### src/hw/rtl/sgrpm_pkg.sv
package sgrpm_pkg;

    localparam int SAMPLE_BITS          = 24;
    localparam int GAIN_W               = 16;
    localparam int EFF_W                = 2 * GAIN_W;
    localparam int ROUND_SHIFT          = 28;
    localparam int METER_W              = 23;
    localparam int WEIGHT_W             = 16;
    localparam int CFG_ADDR_W           = 2;
    localparam int CFG_DATA_W           = 16;
    localparam int IN_DATA_W            = 64;
    localparam int OUT_DATA_W           = 96;
    localparam int DEF_MAX_BLOCK_FRAMES = 4096;

    localparam logic [GAIN_W-1:0]   GAIN_RESET = 16'd16384;
    localparam logic [METER_W-1:0]  METER_MAX  = 23'h7FFFFF;
    localparam logic [WEIGHT_W-1:0] W_OLD      = 16'd58982;
    localparam logic [WEIGHT_W-1:0] W_NEW      = 16'd6554;

    typedef logic signed [SAMPLE_BITS-1:0] sample_t;

    typedef enum logic [CFG_ADDR_W-1:0] {
        REG_GAIN    = 2'd0,
        REG_MUTE    = 2'd1,
        REG_CAPTURE = 2'd2
    } cfg_reg_t;

endpackage

### src/hw/rtl/sgrpm_gain_lane.sv
module sgrpm_gain_lane
(
    input  logic                                 clk,
    input  logic                                 load,
    input  sgrpm_pkg::sample_t                   sample,
    input  logic [sgrpm_pkg::EFF_W-1:0]          eff,
    output sgrpm_pkg::sample_t                   gained
);

    localparam int SB     = sgrpm_pkg::SAMPLE_BITS;
    localparam int PROD_W = SB + sgrpm_pkg::EFF_W;
    localparam int R_W    = PROD_W + 1 - sgrpm_pkg::ROUND_SHIFT;

    localparam logic [PROD_W:0]  HALF_LSB = (PROD_W+1)'(1) << (sgrpm_pkg::ROUND_SHIFT - 1);
    localparam logic [R_W-1:0]   POS_LIM  = R_W'((64'd1 << (SB - 1)) - 64'd1);
    localparam logic [R_W-1:0]   NEG_LIM  = R_W'(64'd1 << (SB - 1));

    logic [SB-1:0]     mag;
    logic              neg_reg;
    logic [PROD_W-1:0] prod_reg;
    logic [PROD_W:0]   rounded;
    logic [R_W-1:0]    r;

    assign mag = sample[SB-1] ? (~sample + 1'b1) : sample;

    always_ff @(posedge clk)
    begin
        if (load)
        begin
            neg_reg  <= sample[SB-1];
            prod_reg <= PROD_W'(mag) * PROD_W'(eff);
        end
    end

    // round half away from zero, then saturate
    always_comb
    begin
        rounded = {1'b0, prod_reg} + HALF_LSB;
        r       = rounded[PROD_W:sgrpm_pkg::ROUND_SHIFT];
        if (neg_reg)
        begin
            if (r > NEG_LIM)
                gained = {1'b1, {(SB-1){1'b0}}};
            else
                gained = sgrpm_pkg::sample_t'(SB'(0) - r[SB-1:0]);
        end
        else
        begin
            if (r > POS_LIM)
                gained = {1'b0, {(SB-1){1'b1}}};
            else
                gained = sgrpm_pkg::sample_t'(r[SB-1:0]);
        end
    end

endmodule

### config.mk
export PLATFORM = sky130hd
export DESIGN_NAME = sgrpm_gain_lane
export DESIGN_NICKNAME = d
export VERILOG_FILES = /design/src/hw/rtl/sgrpm_pkg.sv /design/src/hw/rtl/sgrpm_gain_lane.sv
export SDC_FILE = /design/constraint.sdc
export NUM_CORES = 2
export LEC_CHECK = 0
export ABC_AREA = 1
export ABC_CLOCK_PERIOD_IN_PS = 19200
export BUFFER_PORTS_ARGS = -buffer_cell sky130_fd_sc_hd__buf_2
export CAP_MARGIN = 20
export CORE_MARGIN = 1
export CORE_UTILIZATION = 59
export CTS_CLUSTER_SIZE = 30
export DETAILED_ROUTE_END_ITERATION = 6
export PLACE_DENSITY = 0.85
export SLEW_MARGIN = 10
export SYNTH_ARGS = -nofsm -noshare
export SYNTH_HDL_FRONTEND = slang
export SYNTH_SLANG_ARGS = --single-unit
### constraint.sdc
create_clock -name clk -period 19.2 [get_ports clk]
set_clock_uncertainty 0.15 [all_clocks]
set_input_delay 1.92 -clock clk [delete_from_list [all_inputs] [get_ports clk]]
set_output_delay 1.92 -clock clk [all_outputs]
set_load 0.03 [all_outputs]
-- Word-level counts from Yosys, hierarchy flattened
Cells that the tools add are included.
- bits of input ports: 58
- register bits: 57
- multipliers: 1
- $add $sub $neg: 3
- order comparisons: 2
- multiplexer cells: 4
- bitwise logic cells: 1
- operators by type and width (operator ; number):
    $mux 24 ; 4
    $add 56x28->57 const B ; 1
    $mul 24x32->56 ; 1
    $gt 29x23->1 const B ; 1
    $gt 29x24->1 const B ; 1
    $add 24x1->24 const B ; 1
    $not 24->24 ; 1
    $sub 1x24->24 const A ; 1

-- Logic depth before layout (Yosys ltp)
- depth after elaboration: 4
- mapped depth: 40
- depth with buffers taken out: 38

-- Least setup slack after synthesis
Ideal clock, no wire load.
- path kind: input to register
- start: input sample[0]
- end: register prod_reg[46] (data pin)
- setup slack: 10.336 ns
- library setup time: 0.259 ns
- path buffers: 3
- cell stages on the path: 31
- required time: 18.791 ns
- data arrival time: 8.455 ns
- path through: clkbuf_1 inv_2 ha_1 or2_2 xor2_1 inv_1 clkbuf_1 buf_1 nor2_1 fa_1 fa_1 fa_1 inv_1 fa_1 inv_1 fa_1 fa_1 inv_1 fa_1 inv_1 ha_1 a21oi_1 inv_1 a21oi_1 a21boi_0 o21ai_0 inv_1 nand2_1 nand2_1 nand2_1 xor2_1
- word-level cells in the longest chain between the ends: 4
- RTL lines (element ; RTL line ; source):
    start: declaration ; sgrpm_gain_lane.sv:5 ; input sgrpm_pkg::sample_t sample,
    $not 24->24 ; sgrpm_gain_lane.sv:24 ; assign mag = sample[SB-1] ? (~sample + 1'b1) : sample;
    $add 24x1->24 ; sgrpm_gain_lane.sv:24 ;
    $mux 24 (*) ; sgrpm_gain_lane.sv:24 ;
    $mul 24x32->56 (*) ; sgrpm_gain_lane.sv:31 ; prod_reg <= PROD_W'(mag) * PROD_W'(eff);
    end signal: assignment ; sgrpm_gain_lane.sv:31 ;
    end: declaration ; sgrpm_gain_lane.sv:20 ; logic [PROD_W-1:0] prod_reg;
Every way passes the cells marked *; elsewhere a longest branch is shown, timed or not.
A chain may end at the register's enable or synchronous reset.

-- Worst setup path in the final report
Same ends and word-level chain as after synthesis.

==> impl_metrics.json <==
{
  "cts_hold_buf": 0,
  "hold_violations": 0,
  "wl_per_cell_um": 20.1,
  "core_area_sq_mm": 0.0476,
  "drtIter0Drc": 2615,
  "drc": 0,
  "area_delta_synth_final_pct": 3.34,
  "numCtsBuffers": 5,
  "yosysSeqAreaShare_pct": 3.17,
  "track_usage_pct": 37.8,
  "syn_inst": 3791,
  "start_util_pct": 59.6,
  "synth_top_family_by_area": "adder cells",
  "fin_crit_ns": 10.76,
  "wirelength_um": 88200,
  "first_pass_iters": 6,
  "critPathMaxStageDelay_ns": 0.59,
  "worstSetupEndpointType": "register",
  "ios": 82,
  "slew_viol_final": 0,
  "yosys.area_share.adder_pct": 54.3,
  "grt_pass1_vias": 26500,
  "grt_antenna_before_repair": 1,
  "cp_slowest_cell": "clkinv_1",
  "cts_resized": 0,
  "nets": 4660,
  "post_cts_buffers": 0,
  "synthXorXnorAreaFrac_pct": 1.05,
  "setup_tns_ns": 0,
  "muxShareOfSynthArea_pct": 0,
  "cts_sinks": 30,
  "finalCritPeriodShare_pct": 56.0,
  "relSlewSlack_pct": 31.7,
  "required_ns": 19.05,
  "clkTransAtPathRegs_ns": 0.05,
  "synth-compound-area-share_pct": 3.82,
  "yosysTopAreaCell": "fa_1",
  "ys_seq_elements": 30,
  "yosys_warnings": 0,
  "ys.flop_type": "edfxtp_1",
  "crit_fanout": 33,
  "grt_pass1_wl_um": 142000,
  "synthSimpleGateAreaFrac_pct": 23.2,
  "port_buffers": 81,
  "synthArstFlopShare_pct": 0,
  "outcome": "completed",
  "maxCapViolCount": 0,
  "finalSetupViolCount": 0,
  "yosys.area.top_type_share_pct": 46.3,
  "synth_area_per_cell_sq_um": 7.49,
  "dieArea_sq_mm": 0.0490,
  "largest_reg_flops": 29,
  "netlist_top_cells_count": "nand2_1, inv_1, fa_1, nor2_1, ha_1",
  "crit_arrival_ns": 10.61,
  "startpoint_type": "input port",
  "filler_cell_count": 4195,
  "overflow": 0,
  "htree_levels": 2,
  "cts_tree": "built",
  "drt-vias-per-instance": 5.74,
  "synth_edf_count": 30,
  "synthTopCellsByArea": "fa_1, nand2_1, inv_1, ha_1, nor2_1",
  "root_buffer": "clkbuf_16",
  "netlist_area_sq_mm": 0.0284,
  "critical_path_class": "input port to register",
  "grt_setup_unrepaired": "no",
  "synth_most_common_cell": "nand2_1",
  "rows": 80,
  "syn_nets": 4688,
  "clock_path_buffers": 2,
  "hpwl_um": 71500,
  "place_congestion": 1.05,
  "grt_max_degree": 34,
  "hold_path.class": "input port to register",
  "drive_above_1_share_pct": 4.78,
  "route.vias.total": 25200,
  "die_x_um": 221,
  "die_y_um": 221,
  "worst_slew_pin_slew_ns": 1.02,
  "fmax_ghz": 0.0930,
  "ant_nets": 0,
  "yosysUniqueCellTypes": 51
}
==> routing by layer <==
layer | global-route usage, % | share of wire (%)
met1 | 48.3 | 36
met2 | 58.0 | 43
met3 | 10.7 | 14
met4 | 21.9 | 7.1
met5 | 0 | 0
==> cell families after synthesis <==
kind of cell | count (synthesis)
flip-flops | 30
buffers and inverters | 1082
AO/OA/AOI/OAI | 196
AND/OR/NAND/NOR | 1610
XOR/XNOR | 34
adder cells (fa/ha/maj) | 839
==> per-stage QoR <==
step	std cells	utilization, %	area (sq um)	setup slack (ns)	hold WS [ns]
after global routing	4379	61.6	29300	8.11	2.00
after CTS	4379	61.6	29300	8.74	1.97
after floorplan	3791	-	28400	10.34	1.87
after detailed placement	4371	61.3	29200	8.47	2.26
after global placement	4371	61.3	29200	8.57	2.26
final	4380	61.6	29300	8.44	1.99
==> worst paths after layout <==
check,from,to,cells past startpoint
max,sample[0],prod_reg[46],34
min,sample[23],neg_reg,1
==> layout make-up <==
cell class | instances | area [sq um] | area share (%)
multi-input combinational | 2679 | 23400 | 79.9
inverter | 948 | 3560 | 12.1
sequential | 30 | 901 | 3.07
tap | 615 | 769 | 2.62
timing repair buffer | 99 | 541 | 1.84
clock buffer | 6 | 129 | 0.439
clock inverter | 2 | 8.76 | 0.0298
antenna | 1 | 2.50 | 0.00853
==> layout by cell type (no fill, tap or decap), drive strengths merged, types with 2 or more instances in the layout <==
| cell | synthesis | routed |
|---|---|---|
| xnor2 | 6 | 6 |
| nor2 | 455 | 455 |
| edfxtp | 30 | 30 |
| buf | 25 | 99 |
| inv | 939 | 939 |
| nor3 | 24 | 24 |
| clkinv | 9 | 11 |
| clkbuf | 109 | 6 |
| o211ai | 2 | 2 |
| fa | 657 | 657 |
| nand4 | 15 | 15 |
| a31oi | 5 | 5 |
| a21o | 4 | 4 |
| o21ai | 63 | 63 |
| o31ai | 2 | 2 |
| nor4 | 7 | 7 |
| or2 | 7 | 7 |
| nand3b | 13 | 13 |
| a21boi | 4 | 4 |
| nand2 | 980 | 980 |
| ha | 182 | 182 |
| o21bai | 11 | 11 |
| o21a | 7 | 7 |
| nand3 | 106 | 106 |
| xor2 | 28 | 28 |
| a21oi | 93 | 93 |
==> critical path: cells and delay by family <==
family	cells	cell delay [ns]
XOR/XNOR	1	0.15
buffers and inverters	9	1.85
adder cells (fa/ha/maj)	9	3.93
AO/OA/AOI/OAI	4	0.94
AND/OR/NAND/NOR	11	1.76
Power is not shown: default switching activity piles up to over one toggle a cycle in this logic, so the estimate is an artifact.
