## config.mk

```make
export PLATFORM = sky130hd
export DESIGN_NAME = sgrpm_root_unit
export DESIGN_NICKNAME = d
export VERILOG_FILES = /design/src/hw/rtl/sgrpm_root_unit.sv
export SDC_FILE = /design/constraint.sdc
export NUM_CORES = 1
export LEC_CHECK = 0
export ABC_CLOCK_PERIOD_IN_PS = 4930
export CORE_MARGIN = 2
export CORE_UTILIZATION = 69
export CTS_BUF_LIST = sky130_fd_sc_hd__clkbuf_16
export CTS_CLUSTER_DIAMETER = 150
export CTS_CLUSTER_SIZE = 14
export DETAILED_ROUTE_END_ITERATION = 12
export DONT_BUFFER_PORTS = 1
export HOLD_SLACK_MARGIN = 0.06
export PLACE_DENSITY = 0.92
export SETUP_SLACK_MARGIN = 0.02
export SYNTH_ARGS = -nofsm -noshare
export SYNTH_HDL_FRONTEND = slang
export SYNTH_SLANG_ARGS = --single-unit
```

## constraint.sdc

```tcl
create_clock -name clk -period 4.93 [get_ports clk]
set_input_delay 0.2465 -clock clk [delete_from_list [all_inputs] [get_ports clk]]
set_output_delay 0.2465 -clock clk [all_outputs]
set_load 0.05 [all_outputs]
```

## src/hw/rtl/sgrpm_root_unit.sv

```systemverilog
module sgrpm_root_unit
#(
    parameter int SUM_W = 59,
    parameter int CNT_W = 13
)
(
    input  logic                          clk,
    input  logic                          rst_n,
    input  logic                          start,
    input  logic [SUM_W-1:0]              dividend,
    input  logic [CNT_W-1:0]              divisor,
    output logic                          done,
    output logic [(SUM_W+1)/2-1:0]        root
);

    localparam int ROOT_W = (SUM_W + 1) / 2;
    localparam int RAD_W  = 2 * ROOT_W;
    localparam int REM_W  = ROOT_W + 3;
    localparam int IT_W   = $clog2(SUM_W);

    typedef enum logic [1:0] {
        R_IDLE,
        R_DIV,
        R_SQRT
    } rstate_t;

    rstate_t            state_reg;
    logic [SUM_W-1:0]   num_reg;
    logic [CNT_W-1:0]   den_reg;
    logic [CNT_W-1:0]   drem_reg;
    logic [RAD_W-1:0]   rad_reg;
    logic [REM_W-1:0]   srem_reg;
    logic [ROOT_W-1:0]  root_reg;
    logic [IT_W-1:0]    it_reg;
    logic               done_reg;

    logic [CNT_W:0]     dtrial;
    logic [CNT_W:0]     dsub;
    logic               dfit;
    logic [CNT_W-1:0]   drem_next;
    logic [REM_W-1:0]   stry;
    logic [REM_W-1:0]   strial;
    logic               sfit;

    // restoring divide, one quotient bit per cycle
    always_comb
    begin
        dtrial    = {drem_reg, num_reg[SUM_W-1]};
        dsub      = dtrial - {1'b0, den_reg};
        dfit      = dtrial >= {1'b0, den_reg};
        drem_next = dfit ? dsub[CNT_W-1:0] : dtrial[CNT_W-1:0];
    end

    // digit-by-digit square root, two radicand bits per cycle
    always_comb
    begin
        stry   = {srem_reg[REM_W-3:0], rad_reg[RAD_W-1 -: 2]};
        strial = REM_W'({root_reg, 2'b01});
        sfit   = stry >= strial;
    end

    always_ff @(posedge clk or negedge rst_n)
    begin
        if (!rst_n)
        begin
            state_reg <= R_IDLE;
            num_reg   <= '0;
            den_reg   <= '0;
            drem_reg  <= '0;
            rad_reg   <= '0;
            srem_reg  <= '0;
            root_reg  <= '0;
            it_reg    <= '0;
            done_reg  <= 1'b0;
        end
        else
        begin
            case (state_reg)
                R_IDLE:
                begin
                    done_reg <= 1'b0;
                    if (start)
                    begin
                        num_reg   <= dividend;
                        den_reg   <= divisor;
                        drem_reg  <= '0;
                        it_reg    <= IT_W'(SUM_W - 1);
                        state_reg <= R_DIV;
                    end
                end
                R_DIV:
                begin
                    num_reg  <= {num_reg[SUM_W-2:0], dfit};
                    drem_reg <= drem_next;
                    if (it_reg == '0)
                    begin
                        rad_reg   <= RAD_W'({num_reg[SUM_W-2:0], dfit});
                        srem_reg  <= '0;
                        root_reg  <= '0;
                        it_reg    <= IT_W'(ROOT_W - 1);
                        state_reg <= R_SQRT;
                    end
                    else
                        it_reg <= it_reg - 1'b1;
                end
                R_SQRT:
                begin
                    srem_reg <= sfit ? (stry - strial) : stry;
                    root_reg <= {root_reg[ROOT_W-2:0], sfit};
                    rad_reg  <= rad_reg << 2;
                    if (it_reg == '0)
                    begin
                        done_reg  <= 1'b1;
                        state_reg <= R_IDLE;
                    end
                    else
                        it_reg <= it_reg - 1'b1;
                end
                default:
                    state_reg <= R_IDLE;
            endcase
        end
    end

    assign done = done_reg;
    assign root = root_reg;

endmodule
```

# == After elaboration in Yosys (flattened, before gate mapping) ==
# Index checks and enable logic that the tools add are counted.
# word_totals
regBits,215
latchBits,0
ramBits,0
romBits,0
inputBits,75
output_inout_bits,31
wordCells,54
memories,0
# op_classes
add_sub_neg,3
multipliers,0
div,0
order_cmp,2
eq_ne,6
shifts,0
mux,22
bitwise,0
reduce_logical,12
# ops
cell,count
60-bit case mux with 2 select lines,1
59-bit case mux with 2 select lines,1
31-bit 2-to-1 mux,2
31-bit case mux with 2 select lines,1
60-bit 2-to-1 mux,1
30-bit case mux with 2 select lines,1
59-bit 2-to-1 mux,1
33-bit by 32-bit greater-or-equal comparator with 1-bit output,1
31-bit subtractor,1
30-bit 2-to-1 mux,1
13-bit 2-to-1 mux,2
13-bit case mux with 2 select lines,1
6-bit 2-to-1 mux,3
6-bit case mux with 3 select lines,1
14-bit by 13-bit greater-or-equal comparator with 1-bit output,1
13-bit subtractor,1
2-bit != test (second input constant),4
2-bit AND reduction,4
6-bit logical NOT,1
2-bit 2-to-1 mux,3
2-bit case mux with 3 select lines,1
3-bit AND reduction,2
2-bit nonzero test,3
6-bit by 1-bit subtractor with 6-bit output (second input constant),1
6 further kinds,6

# == Logic depth before layout (Yosys ltp) ==
# Gate-level depths: netlist of the first run.
# depth
word_depth,3
depth_mapped,15
ltp_nobuf,12

# == Worst setup path after synthesis of the first run ==
# Ideal clock, no wire load.
# synth_timing
path_type,reg2reg
start,reg root_reg[10] (netlist: root[10])
end,reg srem_reg[30]
setup_ns,0.118
arrival_ns,2.864
t_required_ns,4.812
setup_slack_ns,1.948
stages_incl_launch_ff,15
n_path_buf,3
synth_period_minus_slack_ns,2.982
cell_sequence,dfrtp_1 inv_1 ha_1 buf_2 and4_4 nor3b_2 a22oi_2 a2111oi_2 o21ai_1 nand2b_1 buf_4 buf_6 mux2i_1 o22ai_1 a21o_1
# synth_between
elab_chain_cells,3
elab_cells_between_ends,4
cone_classes,add/sub: 1; order compare: 1; mux: 2
# synth_rtl
element,line,rtl
from (decl),33,logic [ROOT_W-1:0] root_reg;
from (signal assigned),109,"root_reg <= {root_reg[ROOT_W-2:0], sfit};"
31-bit subtractor or 33-bit by 32-bit greater-or-equal comparator with 1-bit output (tied branches),"108, 59",
31-bit 2-to-1 mux (*),108,srem_reg <= sfit ? (stry - strial) : stry;
31-bit case mux with 2 select lines (*),78,case (state_reg)
to (signal assigned),108,
to (decl),32,logic [REM_W-1:0] srem_reg;
# Every way passes the cells marked *; elsewhere a longest branch is shown, timed or not.
# A chain may end at the register's enable or synchronous reset.

# == Final worst setup path of the first run ==
# layout_timing
start,reg root_reg[13] (netlist: root[13])
end,reg srem_reg[9]
# layout_between
elab_chain_cells,3
# layout_rtl
element,line,rtl
33-bit by 32-bit greater-or-equal comparator with 1-bit output,59,sfit = stry >= strial;
31-bit 2-to-1 mux,108,
31-bit case mux with 2 select lines,78,
# No other way between the ends.

==> results of run 1 <==
## metal layers
layer	global-route usage (%)	share of wire, %	vias up	wire length (um)
met5	0	0	-	0
met4	13.95	4.0	0	1152
met3	5.183	5.7	106	1641
met2	56.53	52	377	14960
met1	38.38	39	4779	11260
li1	-	-	4532	-
## kinds of logic after synthesis
group                    share of synthesized area (%)
adder cells (fa/ha/maj)                          5.471
AO/OA/AOI/OAI                                    18.77
flip-flops                                       44.72
AND/OR/NAND/NOR                                  11.97
XOR/XNOR                                         2.330
buffers and inverters                            4.763
multiplexers                                     11.97
## cell type report
class	instances	share of cell area, %
diodes	1	0.01882
clock buffers	19	3.576
clock inverters	2	0.1506
inverters	59	1.666
multi-input cells	935	46.06
flip-flops and latches	215	40.46
well taps	225	2.117
repair buffers	81	5.947
## worst max path at each step
stage	to	slack, ps	cells after the start
2_1_floorplan	srem_reg[30]$_DFFE_PN0P_	1950	14
3_3_place_gp	srem_reg[8]$_DFFE_PN0P_	1450	11
3_5_place_dp	srem_reg[9]$_DFFE_PN0P_	1310	11
4_1_cts	srem_reg[9]$_DFFE_PN0P_	1270	11
5_1_grt	srem_reg[9]$_DFFE_PN0P_	890	11
6_report	srem_reg[9]$_DFFE_PN0P_	1220	11
## through the flow
stage	setup WS [ps]	cell area, sq um
CTS	1274	13290
finish	1217	13300
floorplan	1948	12030
global route	885.5	13300
global placement	1454	12070
detailed placement	1314	12070
## critical path, delay by kind of cell (launching register included)
family                   cells  cell delay [ps]
AO/OA/AOI/OAI                5             1080
adder cells (fa/ha/maj)      1              470
buffers and inverters        2              510
flip-flops                   1              650
multiplexers                 1              220
AND/OR/NAND/NOR              2              620
## placed cells by master (no fill, tap or decap), types with 3 or more instances in the layout
cell,synthesis,routed
sky130_fd_sc_hd__a211o_1,4,4
sky130_fd_sc_hd__a211oi_1,6,6
sky130_fd_sc_hd__a21o_1,10,10
sky130_fd_sc_hd__a21oi_1,42,42
sky130_fd_sc_hd__a22oi_1,16,16
sky130_fd_sc_hd__a31oi_1,22,22
sky130_fd_sc_hd__and2_1,3,3
sky130_fd_sc_hd__and3_1,5,5
sky130_fd_sc_hd__buf_4,6,8
sky130_fd_sc_hd__clkbuf_16,0,19
sky130_fd_sc_hd__dfrtp_1,215,215
sky130_fd_sc_hd__dlygate4sd3_1,0,73
sky130_fd_sc_hd__ha_1,51,49
sky130_fd_sc_hd__inv_1,59,59
sky130_fd_sc_hd__mux2_2,15,15
sky130_fd_sc_hd__mux2i_1,127,126
sky130_fd_sc_hd__nand2_1,208,208
sky130_fd_sc_hd__nand2b_1,8,7
sky130_fd_sc_hd__nand3_1,8,8
sky130_fd_sc_hd__nand4_1,8,8
sky130_fd_sc_hd__nor2_1,39,39
sky130_fd_sc_hd__nor2b_1,29,29
sky130_fd_sc_hd__nor3_1,11,11
sky130_fd_sc_hd__o21a_1,8,7
sky130_fd_sc_hd__o21ai_0,200,200
sky130_fd_sc_hd__o21ai_1,25,25
sky130_fd_sc_hd__o21bai_1,6,6
sky130_fd_sc_hd__o22ai_1,4,4
sky130_fd_sc_hd__or3_1,3,3
sky130_fd_sc_hd__xnor2_1,24,24
sky130_fd_sc_hd__xor2_1,8,8
## report_power, final
group          total, uW  internal, uW  switching, uW
combinational       5240          2260           2980
clock               1320           691            633
sequential          2890          2370            514
total               9450          5320           4130
==> key figures, run 1 <==
Floorplanning
  • Top Ports: 106
  • Starting density of the core: 70.04%
  • Chip height: between 100 and 150 um
  • Total Die Area: 18510 sq um
  • Standard-cell row count: 48
  • Area of the core region: 17180 sq um
  • Die Wd: 136.0 um

Yosys
  • Number of enable flip-flop cells after synthesis: 0
  • Async SR Flop Fraction: 100.0%
  • Number of cells produced by synthesis: 1284
  • Number of nets produced by synthesis: about 1400
  • Ys Warns: 0
  • Ys flop type: sky130_fd_sc_hd__dfrtp_1
  • Synth Register Bits: 215
  • Cell type with the largest total area after synthesis: sky130_fd_sc_hd__dfrtp_1
  • Synthesized cell area: 12030 sq um
  • Most area-consuming cells after synthesis: sky130_fd_sc_hd__dfrtp_1, sky130_fd_sc_hd__mux2i_1, sky130_fd_sc_hd__o21ai_0, sky130_fd_sc_hd__nand2_1, sky130_fd_sc_hd__ha_1
  • Most frequent cell after synthesis: sky130_fd_sc_hd__dfrtp_1
  • Top cell type's share of synthesized area: around 45%
  • Most frequent cells after synthesis: sky130_fd_sc_hd__dfrtp_1, sky130_fd_sc_hd__nand2_1, sky130_fd_sc_hd__o21ai_0, sky130_fd_sc_hd__mux2i_1, sky130_fd_sc_hd__inv_1
  • Unique cell type count in the Yosys netlist: 72
  • Avg Cell Area, Syn: 9.369 sq um
  • Sequential cell area fraction in the yosys report: approximately 45%

Timing
  • Tightest hold margin: -552.3 ps
  • Transition time at the pin with the least slew margin: 1114 ps
  • Post-route fraction of the period consumed by the critical path: 75.31%
  • Final min period: 3713 ps
  • Final setup viols: 0
  • Max-slew headroom: between 20 and 30%
  • Fin. max-slew vios: 0
  • Total count of hold-check failures in the final report: 215
  • Setup Skew: roughly 15 ps
  • Setup repair after global routing missed its margin: false
  • Setup tns final: 0 ps
  • Max Fclk: 269.3 MHz

CTS
  • TritonCTS clock tree: yes
  • Depth of the CTS H-tree: 1
  • Post-CTS clock slew at the launch and capture registers of the worst setup and hold paths: 60 ps
  • Source-to-sink clock delay at the later pin of the worst-skew pair: 500 ps
  • Number of CTS-inserted buffers: 19
  • Total setup buffers inserted after CTS: 0
  • Number of buffers inserted by hold repair at cts: 73
  • CTS root buf: sky130_fd_sc_hd__clkbuf_16
  • CTS Buffer Depth: 3
  • Total number of clock tree sinks: 215
  • Number of resized instances in the post-cts repair step: 0

Global routing
  • Wire length of the first global-routing pass: slightly below 50000 um
  • GRT Overall Usage: 31.91%
  • Largest net degree at the start of global routing: 216
  • Sum of overflow across all layers after global routing: 0
  • Vias in the first global route: about 9900
  • Number of antenna violations at the first check in global routing: 1

Drt
  • Count of antenna-violating nets left after detailed routing: 0
  • Violation count after the first detailed-route iteration: 821
  • Total via count in the routed design: roughly 9800
  • Routed length per placed instance: 18.88 um
  • Number of design rule violations left after detail routing: 0
  • Via count normalized by instance count: 6.372
  • Total routed wirelength: 29010 um
  • Initial DRT Pass Iterations: 5

Setup path
  • Endpoint class of the critical path: flop
  • Slowest cell on the critical path: sky130_fd_sc_hd__dfrtp_1
  • R2r endpoint: srem_reg[9]$_DFFE_PN0P_
  • CP cell instances: inv_1, ha_1, nand4_1, o211ai_1, a41oi_1, a2111oi_2, o21ai_1, nand2b_2, buf_4, mux2i_1, o21ai_0
  • Crit. Startpoint: root[13]$_DFFE_PN0P_
  • Type of the setup path with the least slack: flop to flop
  • Number of cell instances on the worst register-to-register path: 11
  • Launching element type of the critical path: flop
  • Slack of the worst reg-to-reg path: 1220 ps
  • Critical Path Fanout Max: 24
  • Reg-to-reg startpoint: root[13]$_DFFE_PN0P_
  • Peak per-stage delay on the critical path: 650 ps
  • Worst endpoint data arrival time: 4030 ps
  • Req. time, crit path: 5250 ps

Power
  • Worst IR drop on VDD: 0.5957 mV
  • Overall Power: ~9400 uW
  • Static power due to leakage: 0.005943 uW
  • Pwr/cell area: slightly above 700 nW/um^2

Final layout
  • Filler cell count: 1023
  • Layout overhead on the synthesized area: 10.53%
  • Fraction of layout cells with a size suffix above 1: 5.492%
  • Final cell count without fillers: roughly 1500
  • Combined area of the multi-input logic cells: 6125 sq um
  • Number of nets in the final layout: 1438
  • Largest register FFs: 60
  • Util after Layout: 77.41%
  • Reg area: 5380 sq um

Status
  • Status: finished with violations
  • Violated checks: hold timing

Place
  • Port Buffer Count: 0
  • Placed cell count: 1442
  • Half-perimeter wire length after detailed placement: about 17000 um
  • Final GP Congestion: 0.9233

Flow run
  • Max-capacitance violation count: 0

Hold path
  • Hold/Removal Path Class: input pin to asynchronous set/reset pin
Note: power is estimated with default switching activity, not from simulation.
==> run 2, diff against run 1 <==
--- a/config.mk
+++ b/config.mk
@@ -5,16 +5,17 @@
 export SDC_FILE = /design/constraint.sdc
 export NUM_CORES = 1
 export LEC_CHECK = 0
-export ABC_CLOCK_PERIOD_IN_PS = 4930
+export ABC_AREA = 1
+export ABC_CLOCK_PERIOD_IN_PS = 3600
 export CORE_MARGIN = 2
-export CORE_UTILIZATION = 69
+export CORE_UTILIZATION = 65
 export CTS_BUF_LIST = sky130_fd_sc_hd__clkbuf_16
 export CTS_CLUSTER_DIAMETER = 150
 export CTS_CLUSTER_SIZE = 14
 export DETAILED_ROUTE_END_ITERATION = 12
 export DONT_BUFFER_PORTS = 1
 export HOLD_SLACK_MARGIN = 0.06
-export PLACE_DENSITY = 0.92
+export PLACE_DENSITY = 0.88
 export SETUP_SLACK_MARGIN = 0.02
 export SYNTH_ARGS = -nofsm -noshare
 export SYNTH_HDL_FRONTEND = slang
==> constraint.sdc (replaced) <==
create_clock -name clk -period 3.6 [get_ports clk]
set_input_delay 0.18 -clock clk [delete_from_list [all_inputs] [get_ports clk]]
set_output_delay 0.18 -clock clk [all_outputs]
set_load 0.05 [all_outputs]
==> run 2 against run 1 <==
Against the previous run:
- register-to-register slack got worse by 370 ps
- hold slack lost 69 ps
- maximum frequency increased by 35%
- highest routed layer unchanged
- the run still ends with hold timing left
- largest power group unchanged
==> key figures, run 2 <==
Setup path
  • Type of the setup path with the least slack: flop to flop
  • Launching element type of the critical path: flop
  • Worst endpoint data arrival time: 3140 ps (-890 ps)
  • R2r endpoint: srem_reg[28]$_DFFE_PN0P_
  • Slack of the worst reg-to-reg path: 850 ps (-370 ps)
  • Number of cell instances on the worst register-to-register path: 17 (+6)
  • Reg-to-reg startpoint: root[0]$_DFFE_PN0P_
  • Req. time, crit path: 3990 ps (-1260 ps)
  • Endpoint class of the critical path: flop
  • Critical Path Fanout Max: 32 (+33%)

CTS
  • Post-CTS clock slew at the launch and capture registers of the worst setup and hold paths: 70 ps (about the same)
  • CTS Buffer Depth: 3 (unchanged)
  • Number of resized instances in the post-cts repair step: 0 (unchanged)
  • Total setup buffers inserted after CTS: 0 (unchanged)
  • Number of CTS-inserted buffers: 19 (unchanged)
  • Total number of clock tree sinks: 215 (unchanged)
  • CTS root buf: sky130_fd_sc_hd__clkbuf_16
  • TritonCTS clock tree: yes
  • Number of buffers inserted by hold repair at cts: 73 (unchanged)
  • Depth of the CTS H-tree: 1 (unchanged)
  • Source-to-sink clock delay at the later pin of the worst-skew pair: 500 ps (about the same)

Yosys
  • Sequential cell area fraction in the yosys report: 41.53% (-3.2 points)
  • Cell type with the largest total area after synthesis: sky130_fd_sc_hd__dfrtp_1
  • Ys flop type: sky130_fd_sc_hd__dfrtp_1
  • Synthesized cell area: 12950 sq um (+7.7%)
  • Ys Warns: 0 (unchanged)
  • Synth Register Bits: 215 (unchanged)
  • Number of nets produced by synthesis: 1872 (+33%)
  • Most area-consuming cells after synthesis: sky130_fd_sc_hd__dfrtp_1, sky130_fd_sc_hd__nand2_1, sky130_fd_sc_hd__inv_1, sky130_fd_sc_hd__o211ai_1, sky130_fd_sc_hd__ha_1
  • Unique cell type count in the Yosys netlist: 43 (-40%)
  • Most frequent cells after synthesis: sky130_fd_sc_hd__nand2_1, sky130_fd_sc_hd__inv_1, sky130_fd_sc_hd__dfrtp_1, sky130_fd_sc_hd__o21ai_0, sky130_fd_sc_hd__o211ai_1
  • Async SR Flop Fraction: 100.0% (unchanged)
  • Most frequent cell after synthesis: sky130_fd_sc_hd__nand2_1
  • Number of enable flip-flop cells after synthesis: 0 (unchanged)
  • Number of cells produced by synthesis: 1745 (+36%)
  • Avg Cell Area, Syn: 7.424 sq um (-21%)
  • Top cell type's share of synthesized area: 41.53% (-3.2 points)

Floorplanning
  • Die Wd: 145.2 um (+6.7%)
  • Starting density of the core: 66.35% (-3.7 points)
  • Standard-cell row count: 51 (+6.3%)
  • Top Ports: 106 (unchanged)
  • Chip height: 145.2 um (+6.7%)
  • Area of the core region: 19530 sq um (+14%)
  • Total Die Area: 21080 sq um (+14%)

Timing
  • Setup repair after global routing missed its margin: false
  • Tightest hold margin: -620.9 ps (-68.56 ps)
  • Setup Skew: 13.70 ps (-1.719 ps)
  • Total count of hold-check failures in the final report: 215 (unchanged)
  • Final min period: 2749 ps (-964.3 ps)
  • Final setup viols: 0 (unchanged)
  • Setup tns final: 0 ps (unchanged)
  • Max-slew headroom: 28.19% (+2.4 points)
  • Fin. max-slew vios: 0 (unchanged)
  • Max Fclk: 363.8 MHz (+35%)
  • Post-route fraction of the period consumed by the critical path: 76.35% (+1.0 points)
  • Transition time at the pin with the least slew margin: 1077 ps (-36.39 ps)

Final layout
  • Reg area: 5380 sq um (unchanged)
  • Most frequent standard cell in the layout excluding fill and tap cells: sky130_fd_sc_hd__nand2_1
  • Number of nets in the final layout: 1934 (+34%)
  • Highest-count cells in the layout ignoring fill and taps: sky130_fd_sc_hd__nand2_1, sky130_fd_sc_hd__inv_1, sky130_fd_sc_hd__dfrtp_1
  • Layout overhead on the synthesized area: 12.14%
  • Combined area of the multi-input logic cells: 6103 sq um (-0.35%)
  • Final cell count without fillers: 2074 (+35%)
  • Largest register FFs: 60 (unchanged)
  • Filler cell count: 1470 (+44%)
  • Fraction of layout cells with a size suffix above 1: 5.147% (-0.35 points)

Drt
  • Count of antenna-violating nets left after detailed routing: 0 (unchanged)
  • Total routed wirelength: 34250 um (+18%)
  • Violation count after the first detailed-route iteration: 869 (+5.8%)
  • Number of design rule violations left after detail routing: 0 (unchanged)
  • Routed length per placed instance: 16.51 um (-13%)
  • Via count normalized by instance count: 5.697 (-11%)
  • Initial DRT Pass Iterations: 5 (unchanged)
  • Total via count in the routed design: 11816 (+21%)

Status
  • Violated checks: hold timing
  • Status: finished with violations

Place
  • Half-perimeter wire length after detailed placement: 22290 um (+29%)
  • Final GP Congestion: 0.9681 (+4.9%)
  • Port Buffer Count: 0 (unchanged)
  • Placed cell count: 1978 (+37%)

Power
  • Static power due to leakage: 0.007307 uW (+23%)
  • Worst IR drop on VDD: 0.6104 mV (+2.5%)
  • Pwr/cell area: 739.2 nW/um^2 (+4.0%)

Global routing
  • GRT Overall Usage: 32.61% (+0.70 points)
  • Sum of overflow across all layers after global routing: 0 (unchanged)
  • Vias in the first global route: 11753 (+18%)
  • Number of antenna violations at the first check in global routing: 2 (+1)
  • Largest net degree at the start of global routing: 216 (unchanged)
  • Wire length of the first global-routing pass: 57300 um (+19%)

Flow run
  • Max-capacitance violation count: 0 (unchanged)

Hold path
  • Hold/Removal Path Class: input pin to asynchronous set/reset pin
==> run 2: cell types whose count changed after synthesis, sizes merged, moves of 22 or more <==
cell / delta
nand3: +81
nor2b: -29
o22ai: +32
o21ai: -94
a31oi: -22
inv: +248
nor2: +50
nand2: +298
o211ai: +112
mux2i: -127
==> run 2: logic make-up (layout without fill, tap and decap cells) <==
family                   Yosys count  in the layout  synth area share, %
buffers and inverters            381            443                11.58
AND/OR/NAND/NOR                  731            731                23.94
XOR/XNOR                          28             28                1.893
AO/OA/AOI/OAI                    337            337                15.89
multiplexers                       1              1              0.08692
adder cells (fa/ha/maj)           52             52                5.080
other                              0              2                    0
flip-flops                       215            215                41.53
==> run 2: per-layer routing <==
| metal | global-route usage (%) | wire [um] | vias to the layer above |
|---|---|---|---|
| li1 | - | - | 5724 |
| met1 | 42.76 | 14350 | 5575 |
| met2 | 56.45 | 16730 | 433 |
| met3 | 4.528 | 2148 | 84 |
| met4 | 10.15 | 1019 | 0 |
| met5 | 0 | 0 | - |
==> run 2: critical path: stages, from the launching register on <==
cell                      delay, ps
sky130_fd_sc_hd__dfrtp_1        400
sky130_fd_sc_hd__buf_4          230
sky130_fd_sc_hd__inv_1          150
sky130_fd_sc_hd__ha_1           390
sky130_fd_sc_hd__nand2_1         90
sky130_fd_sc_hd__nand2_1         50
sky130_fd_sc_hd__nand2_1         50
sky130_fd_sc_hd__nand2_1         40
sky130_fd_sc_hd__nand2_1         60
sky130_fd_sc_hd__nand3_2        110
sky130_fd_sc_hd__nand2_1        110
sky130_fd_sc_hd__nand2_1        110
sky130_fd_sc_hd__nand2_4        230
sky130_fd_sc_hd__nand2_8        210
sky130_fd_sc_hd__nand2_1        200
sky130_fd_sc_hd__nand2_1         70
sky130_fd_sc_hd__nand2_1         70
sky130_fd_sc_hd__nand2_1         40
==> run 2: report_power, final <==
group          switching (uW)  internal (uW)
Sequential                340           3130
Combinational            3700           1760
Clock                     866            946
Total                    4900           5830
==> run 2: cell type report <==
class                           count  area share [%]
Antenna cell                        2         0.03445
Clock buffer                       19           3.273
Clock inverter                      2          0.1378
Inverter                          307           7.941
Multi-Input combinational cell   1149           42.01
Sequential cell                   215           37.03
Tap cell                          265           2.282
Timing Repair Buffer              115           7.286
==> run 2: worst max path at each step <==
stage / slack [ps] / to / depth (start not counted) / startpoint
after floorplan: 1270 / srem_reg[11]$_DFFE_PN0P_ / 13 / root[21]$_DFFE_PN0P_
after global placement: 870 / srem_reg[28]$_DFFE_PN0P_ / 17 / root[0]$_DFFE_PN0P_
after detailed placement: 850 / srem_reg[28]$_DFFE_PN0P_ / 17 / root[0]$_DFFE_PN0P_
after CTS: 820 / srem_reg[28]$_DFFE_PN0P_ / 17 / root[0]$_DFFE_PN0P_
after global routing: 650 / srem_reg[25]$_DFFE_PN0P_ / 17 / root[0]$_DFFE_PN0P_
final: 850 / srem_reg[28]$_DFFE_PN0P_ / 17 / root[0]$_DFFE_PN0P_
==> run 2: through the flow <==
step | power [uW] | setup slack, ps | cell area, sq um | hold WS (ps) | utilization, %
3_5_place_dp | 8617 | 852.3 | 13300 | -109.2 | 68.10
5_1_grt | 11550 | 645.3 | 14530 | -641.6 | 74.40
3_3_place_gp | 8429 | 865.9 | 13300 | -106.9 | 68.10
4_1_cts | 10530 | 818.6 | 14520 | -633.6 | 74.38
2_1_floorplan | 7611 | 1268 | 12950 | -115.6 | -
6_report | 10740 | 851.5 | 14530 | -620.9 | 74.40
==> run 3, diff against run 2 <==
--- a/config.mk
+++ b/config.mk
@@ -6,7 +6,7 @@
 export NUM_CORES = 1
 export LEC_CHECK = 0
 export ABC_AREA = 1
-export ABC_CLOCK_PERIOD_IN_PS = 3600
+export ABC_CLOCK_PERIOD_IN_PS = 2600
 export CORE_MARGIN = 2
 export CORE_UTILIZATION = 65
 export CTS_BUF_LIST = sky130_fd_sc_hd__clkbuf_16
==> constraint.sdc (replaced) <==
create_clock -name clk -period 2.6 [get_ports clk]
set_input_delay 0.13 -clock clk [delete_from_list [all_inputs] [get_ports clk]]
set_output_delay 0.13 -clock clk [all_outputs]
set_load 0.05 [all_outputs]
==> run 3 against run 2 <==
Against the previous run:
- the run still ends with hold timing left
- maximum frequency increased by 12%
- sequential power up 39%
- cell count rose by 0.53%
- hold slack got worse by 66 ps
- count of clock-buffer cells in the layout did not move
- largest cell class unchanged
==> key figures, run 3 (synthesis gave the netlist of run 2 again) <==
Status
  • Status: finished with violations
  • Violated checks: hold timing

Timing
  • Max Fclk: 409.0 MHz (+12%)
  • Worst Slack Setup Final: 154.9 ps (-696.6 ps)
  • Final min period: 2445 ps (-303.4 ps)
  • Final setup viols: 0 (unchanged)
  • Tightest hold margin: -687.3 ps (-66.39 ps)
  • Setup repair after global routing missed its margin: true
  • Total count of hold-check failures in the final report: 215 (unchanged)
  • Max-slew headroom: 46.53% (+18 points)
  • Setup Skew: 18.49 ps (+4.787 ps)
  • Fin. max-slew vios: 0 (unchanged)
  • Post-route fraction of the period consumed by the critical path: 94.04% (+18 points)
  • Transition time at the pin with the least slew margin: 802.0 ps (-275.1 ps)
  • Setup tns final: 0 ps (unchanged)

Global routing
  • GRT Overall Usage: 33.98% (+1.4 points)
  • Largest net degree at the start of global routing: 216 (unchanged)
  • Vias in the first global route: 12130 (+3.2%)
  • Sum of overflow across all layers after global routing: 0 (unchanged)
  • Number of antenna violations at the first check in global routing: 1 (-1)
  • Wire length of the first global-routing pass: 59240 um (+3.4%)

CTS
  • Post-CTS clock slew at the launch and capture registers of the worst setup and hold paths: 80 ps (about the same)
  • Total setup buffers inserted after CTS: 0 (unchanged)
  • Total number of clock tree sinks: 215 (unchanged)
  • CTS Buffer Depth: 3 (unchanged)
  • Number of CTS-inserted buffers: 19 (unchanged)
  • Number of buffers inserted by hold repair at cts: 74 (+1.4%)
  • Depth of the CTS H-tree: 1 (unchanged)
  • TritonCTS clock tree: yes
  • CTS root buf: sky130_fd_sc_hd__clkbuf_16
  • Source-to-sink clock delay at the later pin of the worst-skew pair: 510 ps (about the same)

Final layout
  • Util after Layout: 75.21% (+0.81 points)
  • Layout overhead on the synthesized area: 13.36%
  • Highest-count cells in the layout ignoring fill and taps: sky130_fd_sc_hd__nand2_1, sky130_fd_sc_hd__inv_1, sky130_fd_sc_hd__dfrtp_1
  • Fraction of layout cells with a size suffix above 1: 5.827% (+0.68 points)
  • Most frequent standard cell in the layout excluding fill and tap cells: sky130_fd_sc_hd__nand2_1
  • Largest register FFs: 60 (unchanged)
  • Number of nets in the final layout: 1946 (+0.62%)

Floorplanning
  • Die Wd: 145.2 um (unchanged)
  • Standard-cell row count: 51 (unchanged)
  • Chip height: 145.2 um (unchanged)
  • Total Die Area: 21080 sq um (unchanged)
  • Area of the core region: 19530 sq um (unchanged)
  • Starting density of the core: 66.35% (unchanged)
  • Top Ports: 106 (unchanged)

Drt
  • Initial DRT Pass Iterations: 6 (+1)
  • Number of design rule violations left after detail routing: 0 (unchanged)
  • Total via count in the routed design: 12233 (+3.5%)
  • Violation count after the first detailed-route iteration: 1055 (+21%)
  • Count of antenna-violating nets left after detailed routing: 0 (unchanged)
  • Routed length per placed instance: 17.48 um (+5.9%)
  • Via count normalized by instance count: 5.867 (+3.0%)
  • Total routed wirelength: 36450 um (+6.4%)

Setup path
  • Total buffers and inverters traversed by the critical path: 4 (+2)
  • Worst endpoint data arrival time: 2880 ps (-260 ps)
  • Peak per-stage delay on the critical path: 590 ps (+190 ps)
  • Most numerous cell on the critical path: sky130_fd_sc_hd__inv_1
  • Endpoint class of the critical path: flop
  • Slowest cell on the critical path: sky130_fd_sc_hd__dlygate4sd3_1
  • Crit path max-delay family: buffers and inverters
  • Type of the setup path with the least slack: flop to flop
  • CP cell instances: inv_1, ha_4, inv_1, o21ai_4, buf_12, o211ai_1, o21ai_0, dlygate4sd3_1
  • Critical Path Fanout Max: 37 (+16%)
  • Launching element type of the critical path: flop
  • Req. time, crit path: 3030 ps (-960 ps)

Place
  • Worst setup slack after placement: 232.3 ps (-620.0 ps)
  • Final GP Congestion: 0.9669 (-0.12%)
  • Port Buffer Count: 0 (unchanged)
  • Half-perimeter wire length after detailed placement: 22440 um (+0.64%)

Power
  • Worst IR drop on VDD: 0.9114 mV (+49%)
  • Overall Power: 15470 uW (+44%)
  • Static power due to leakage: 0.007388 uW (+1.1%)
  • Pwr/cell area: 1054 nW/um^2 (+43%)

Flow run
  • Max-capacitance violation count: 0 (unchanged)

Hold path
  • Hold/Removal Path Class: input pin to asynchronous set/reset pin
run 3: cell count changes in the layout (fill, tap and decap cells not counted), sizes merged:
cell         before  now
buf              42   52
clkbuf           19   20
dlygate4sd3      73   74
diode             2    1
run 3: final cells by class:
| class | instances | area [sq um] |
|---|---|---|
| Antenna cell | 1 | 2.502 |
| Clock buffer | 19 | 475.5 |
| Clock inverter | 2 | 20.02 |
| Fill cell | 1459 | 4841 |
| Inverter | 307 | 1154 |
| Multi-Input combinational cell | 1149 | 6108 |
| Sequential cell | 215 | 5380 |
| Tap cell | 265 | 331.6 |
| Timing Repair Buffer | 127 | 1214 |
run 3: worst register-to-register path: stages (launching register included):
cell and delay (ps):
sky130_fd_sc_hd__dfrtp_1 400, sky130_fd_sc_hd__inv_1 150, sky130_fd_sc_hd__ha_4 180, sky130_fd_sc_hd__inv_1 120, sky130_fd_sc_hd__o21ai_4 360, sky130_fd_sc_hd__buf_12 260
sky130_fd_sc_hd__o211ai_1 170, sky130_fd_sc_hd__o21ai_0 150, sky130_fd_sc_hd__dlygate4sd3_1 590
run 3: what timing repair did:
| action | CTS | global route |
|---|---|---|
| gates resized for setup | 0 | 4 |
| hold endpoints to repair | 291 | 215 |
| endpoints found under the setup margin | 0 | 20 |
run 3: path summary, 6_finish.rpt:
path / slack [ps] / cells past startpoint / startpoint / endpoint
setup / recovery: 150 / 8 / state_reg[1]$_DFFE_PN0P_ / num_reg[58]$_DFFE_PN0P_
hold / removal: -690 / 0 / rst_n / root[4]$_DFFE_PN0P_
setup reg to reg: 150 / 8 / state_reg[1]$_DFFE_PN0P_ / num_reg[58]$_DFFE_PN0P_
hold reg to reg: 510 / 2 / srem_reg[19]$_DFFE_PN0P_ / srem_reg[19]$_DFFE_PN0P_
max in group asynchronous: 2940 / 0 / rst_n / it_reg[4]$_DFFE_PN0P_
min in group clk: 320 / 3 / dividend[19] / num_reg[19]$_DFFE_PN0P_
run 3: per-layer routing:
layer	vias up	track usage [%]	share of wire [%]
met5	-	0	0
met4	0	12.84	3.7
met3	123	5.220	7.2
met2	611	58.79	49
met1	5761	43.31	40
li1	5738	-	-
run 3: report_power, final:
group          leakage (uW)  switching (uW)  internal (uW)
Clock              0.000245            1250           1310
Sequential          0.00278             501           4330
Combinational       0.00436            5410           2670
Total               0.00739            7160           8310
run 3: per-stage QoR:
step | instance area (sq um) | std cells
floorplan | 12950 | 1745
global placement | 13410 | 1988
detailed placement | 13410 | 1988
CTS | 14650 | 2083
global route | 14690 | 2085
finish | 14690 | 2085
